## src/sv/lru_ram.sv

```systemverilog
module lru_ram #(
    parameter int WIDTH = 8,
    parameter int DEPTH = 16
) (
    input  logic                     i_clk,
    input  logic                     i_we,
    input  logic [$clog2(DEPTH)-1:0] i_waddr,
    input  logic [WIDTH-1:0]         i_wdata,
    input  logic [$clog2(DEPTH)-1:0] i_raddr,
    output logic [WIDTH-1:0]         o_rdata
);
    logic [WIDTH-1:0] r_mem [DEPTH];
    logic [WIDTH-1:0] r_rdata;

    always_ff @(posedge i_clk) begin
        if (i_we) begin
            r_mem[i_waddr] <= i_wdata;
        end
        r_rdata <= r_mem[i_raddr];
    end

    assign o_rdata = r_rdata;
endmodule

```

## config.mk

```make
export PLATFORM = sky130hd
export DESIGN_NAME = lru_ram
export DESIGN_NICKNAME = d
export VERILOG_FILES = /design/src/sv/lru_ram.sv
export SDC_FILE = /design/constraint.sdc
export NUM_CORES = 1
export LEC_CHECK = 0
export BUFFER_PORTS_ARGS = -buffer_cell sky130_fd_sc_hd__clkbuf_2
export CORE_UTILIZATION = 55
export CTS_CLUSTER_DIAMETER = 150
export DETAILED_ROUTE_END_ITERATION = 8
export MAX_ROUTING_LAYER = met4
export PLACE_DENSITY_LB_ADDON = 0.15
export SLEW_MARGIN = 20
export SYNTH_ARGS = -nofsm -noshare
export SYNTH_HDL_FRONTEND = slang
export SYNTH_SLANG_ARGS = --single-unit
```

## constraint.sdc

```tcl
create_clock -name i_clk -period 4.37 [get_ports i_clk]
set_clock_uncertainty 0.05 [all_clocks]
set_input_delay 0.437 -clock i_clk [delete_from_list [all_inputs] [get_ports i_clk]]
set_output_delay 0.437 -clock i_clk [all_outputs]
set_load 0.02 [all_outputs]
```

======== Word level (Yosys, flattened, before mapping) ========
Memory sizes are Yosys's and may differ from the RTL's. A register that Yosys moved wholly into a read port is not among the register bits.
Index checks and enable logic that the tools add are counted.
word-level totals
  memories kept ........................... 1
  RAM bits ................................ 128
  register bits after elaboration ......... 0
  output and inout bits ................... 8
operators by class
  muxes and demuxes ....................... 2
memories
  name   words  bits a word  rd ports  clocked after memory_dff  wr ports  RTL line  text
  r_mem  16     8            1         1                         1         12        logic [WIDTH-1:0] r_mem [DEPTH];
operator list
  kind    count
  $mux 1  2

======== Logic depth before layout (Yosys ltp) ========
  depth after elaboration ................. 2
  mapped depth ............................ 5
  depth with buffers taken out ............ 3

======== Worst setup path after synthesis ========
OpenSTA, ideal clock, no wires.
  path type ............................... input-to-reg
  start point ............................. in i_waddr[2]
  end point ............................... mem r_mem[0][0] (enable)
  data arrival time ....................... 1.547 ns
  path slack .............................. 2.390 ns
  buffers on the path ..................... 0
  stages on the path ...................... 2
  cells stage by stage .................... or3b_2 -> nor3_1
RTL lines
  element          RTL line  text
  start, declared  7         input logic [$clog2(DEPTH)-1:0] i_waddr,
  end, declared    12
Straight into the memory's write port.

==> reports/results.env <==
SLEW_VIOLATIONS=0
CRITICAL_PATH_PEAK_FANOUT=20
FIN_HOLD_WS_NS=0.303
DIODES=0
FIRST_GLOBAL_VIAS=2571
DRIVE_ABOVE_1_SHARE=0.282
DATA_ARRIVAL_TIME_OF_THE_WORST_PATH_NS=2.33
GRT_FIRST_PASS_WIRELENGTH_UM=15300
CTS_TREE='done'
SYNTHDOMINANTCELLAREASHARE=0.747
PIN_COUNT=26
POWER.IR.VDD_WORST_V=0.000374
CRIT_CHAIN='clkbuf_2 > buf_4 > mux4_1 > a22oi_1 > nand2_1'
WORST_SETUP_HOLD_PATH_CLK_SLEW_NS=0.05
YOSYS_WARNINGS=0
SYNTH.TOP_CELLS.BY_COUNT='128 x edfxtp_1, 18 x mux4_2, 16 x a22oi_1, 14 x mux4_1, 13 x nor2_1'
FINALHOLDVIOLATIONS=0
POWER_uW=3210
CTS_SINK_COUNT=136
CTS_INSERTED_BUFFERS=17
DRT-WIRELENGTH-PER-CELL_UM=25.3
MEAN_CELL_AREA_OF_THE_MAPPED_NETLIST_UM2=22.5
SYNTH_AREA_MM2=0.00515
INITIAL_UTILIZATION=0.579
NETLIST-CELL-TYPE-COUNT=19
FINISH.NET_COUNT=285
FRACTION_OF_SYNTHESIS_FLOPS_USING_AN_ASYNCHRONOUS_SET_OR_RESET_PIN=0
FILLCELLCOUNT=551
DRTPASS1ITERATIONS=5
SYNTH.FF_LATCH_COUNT=136
DOMINANTREGCELLSYNTH='edfxtp_1'
PLACER_CONGESTION=0.749
CTSROOTBUFFERMASTER='clkbuf_8'
MULTI_INPUT_COMB_AREA_MM2=0.00106
CTS-ROOT-TO-SINK-BUFFERS=2
TIMING_WORST_SLEW_PIN_VALUE_NS=1.00
GR-TOTAL-OVERFLOW=0
DIE_OUTLINE_HEIGHT_UM=98.7
CLK_LATENCY_NS=0.51
ROUTE.DETAILED.VIAS_PER_INST=6.27
CORE-AREA_MM2=0.00889
SYNTH-EDFF-COUNT=128
POSTSYNTHCELLCOUNT=229
MOST_USED_STANDARD_CELL_BY_INSTANCE_COUNT_AFTER_SYNTHESIS='edfxtp_1'
NUM_ROWS=34
POST-ROUTE-MIN-PERIOD_NS=1.99
LONGEST_INDIVIDUAL_STAGE_DELAY_ON_THE_WORST_PATH_NS=0.65
CP-END-KIND='flop'
CTS.HTREE.LEVELS=4
LEAKAGE_uW=0.00205
PLACEMENT.CELL_AREA_MM2=0.00536
ACHIEVABLE-FREQUENCY_MHz=503
ANTENNA_NETS_POST_ROUTE=0
DETAILEDROUTE.FIRSTITERATIONVIOLATIONS=220
LARGEST_NET_DEGREE_AT_THE_START_OF_GLOBAL_ROUTING=33
LAYOUT_WORST_PATH_CYCLE_SHARE=0.455
TOTAL_ROUTED_WIRELENGTH_UM=9830
DRC_VIOLATIONS_LEFT=0
VIAS=2433
NET_COUNT_OF_THE_MAPPED_NETLIST=247
PATH_CLASS='input port to flop'
FINAL-SEQ-AREA_MM2=0.00400
AREA_OVERHEAD_VS_SYNTH_PCT=17.1
CTS.HOLD.BUFFERS_ADDED=0
CRITICAL_PATH_DATA_REQUIRED_TIME_NS=4.71
MIN_PATH_TYPE='input port to flop'
DIE-AREA_MM2=0.00975
TIMING.SLEW.HEADROOM=0.331
CTS_RESIZED=0
GLOBALROUTETOTALUTIL=0.238
FIN_AREA_MM2=0.00603
RSZ0062_AT_GRT='no'
CRITICAL-PATH-SLOWEST-CELL='mux4_1'
SEQ_AREA_FRAC_SYNTH=0.778
POWER.DENSITY_CELL_AREA_mW_PER_MM2=533
POST_SYNTH_MAIN_AREA_CONTRIBUTORS='edfxtp_1 75%, mux4_2 7.9%, mux4_1 7.1%'
TIMING.FINAL.SETUP_VIOLATIONS=0
SETUP.REG_TO_REG.WORST_SLACK_NS=2.90
NUMPORTBUFFERS=25
SYNTH.LARGEST_AREA_CELL='edfxtp_1'
POST_CTS_SETUP_REPAIR_BUFFER_COUNT=0
MAXCAPVIOLCOUNT=0
POST-DP-HPWL_UM=5800
STATUS='completed'
TOTALNEGATIVESETUPSLACK_NS=0
HOLD_PATH_DEPTH=1
INITIAL_ANTENNA_VIOLATION_COUNT=0
DIE_WIDTH_UM=98.7
NUMBER_OF_CELLS_TRAVERSED_BY_THE_WORST_REGISTER_TO_REGISTER_PATH=3
WORSTSETUPSTARTPOINTTYPE='input port'
==> per-layer routing <==
layer | wire length, um | GRT usage | vias to the layer above | share of wire
met5 | 0 | - | - | 0
li1 | - | - | 1055 | -
met3 | 448 | 0.0638 | 15 | 0.046
met2 | 4620 | 0.334 | 87 | 0.47
met1 | 4600 | 0.336 | 1276 | 0.47
met4 | 161 | 0.0964 | 0 | 0.016
==> per-stage QoR <==
stage	utilization	std cells	setup slack, ns
after floorplan	-	229	2.39
after global placement	0.602	356	1.83
after detailed placement	0.602	356	1.88
after CTS	0.678	388	2.41
after global routing	0.678	388	2.31
final	0.678	388	2.38
==> power breakdown <==
| part | internal (uW) | switching (uW) |
|---|---|---|
| combinational | 52.8 | 84.7 |
| sequential | 1460 | 8.90 |
| clock | 1100 | 510 |
| total | 2610 | 604 |
==> area by class of cell <==
type,count,share of cell area
Clock inverter,13,0.0415
Tap cell,108,0.0224
Timing Repair Buffer,29,0.0257
Multi-Input combinational cell,83,0.176
Sequential cell,136,0.664
Clock buffer,19,0.0699
==> cell families after synthesis <==
family | share of synthesized area
AND/OR/NAND/NOR | 0.0318
flip-flops | 0.778
buffers and inverters | 0.0168
multiplexers | 0.150
AO/OA/AOI/OAI | 0.0233
==> worst max-delay path, delay by kind of cell <==
| family | cells | cell delay [ns] |
|---|---|---|
| and+or+nand+nor | 1 | 0.09 |
| AOI/OAI and AO/OA | 1 | 0.27 |
| buffers and inverters | 2 | 0.87 |
| muxes | 1 | 0.65 |
==> flip-flops by register name, indices dropped and copies added (netlist names) <==
| name | flops |
|---|---|
| o_rdata | 8 |
| r_mem | 128 |
==> cells in the final DEF, fill, tap and decap left out <==
cell	count
clkbuf_16	16
mux4_1	14
a22oi_1	16
dfxtp_1	8
and2b_1	1
and2_1	1
clkbuf_1	2
clkinv_2	3
clkinv_4	2
nand3b_1	2
nor3_1	3
nor3_2	1
nand2_1	9
nor2_1	13
mux4_2	18
nand2b_1	2
nor2b_1	1
edfxtp_1	128
or3b_2	1
clkbuf_8	1
nand3_1	1
clkbuf_2	25
buf_4	4
bufinv_16	7
clkinvlp_4	1
==> worst paths after layout <==
check,start,endpoint
min,i_wdata[3],r_mem[4][3]
min reg2reg,r_mem[8][1],o_rdata[1]
max,i_raddr[0],o_rdata[1]
max reg2reg,r_mem[5][1],o_rdata[1]
Note: power is estimated with default switching activity, not from simulation.
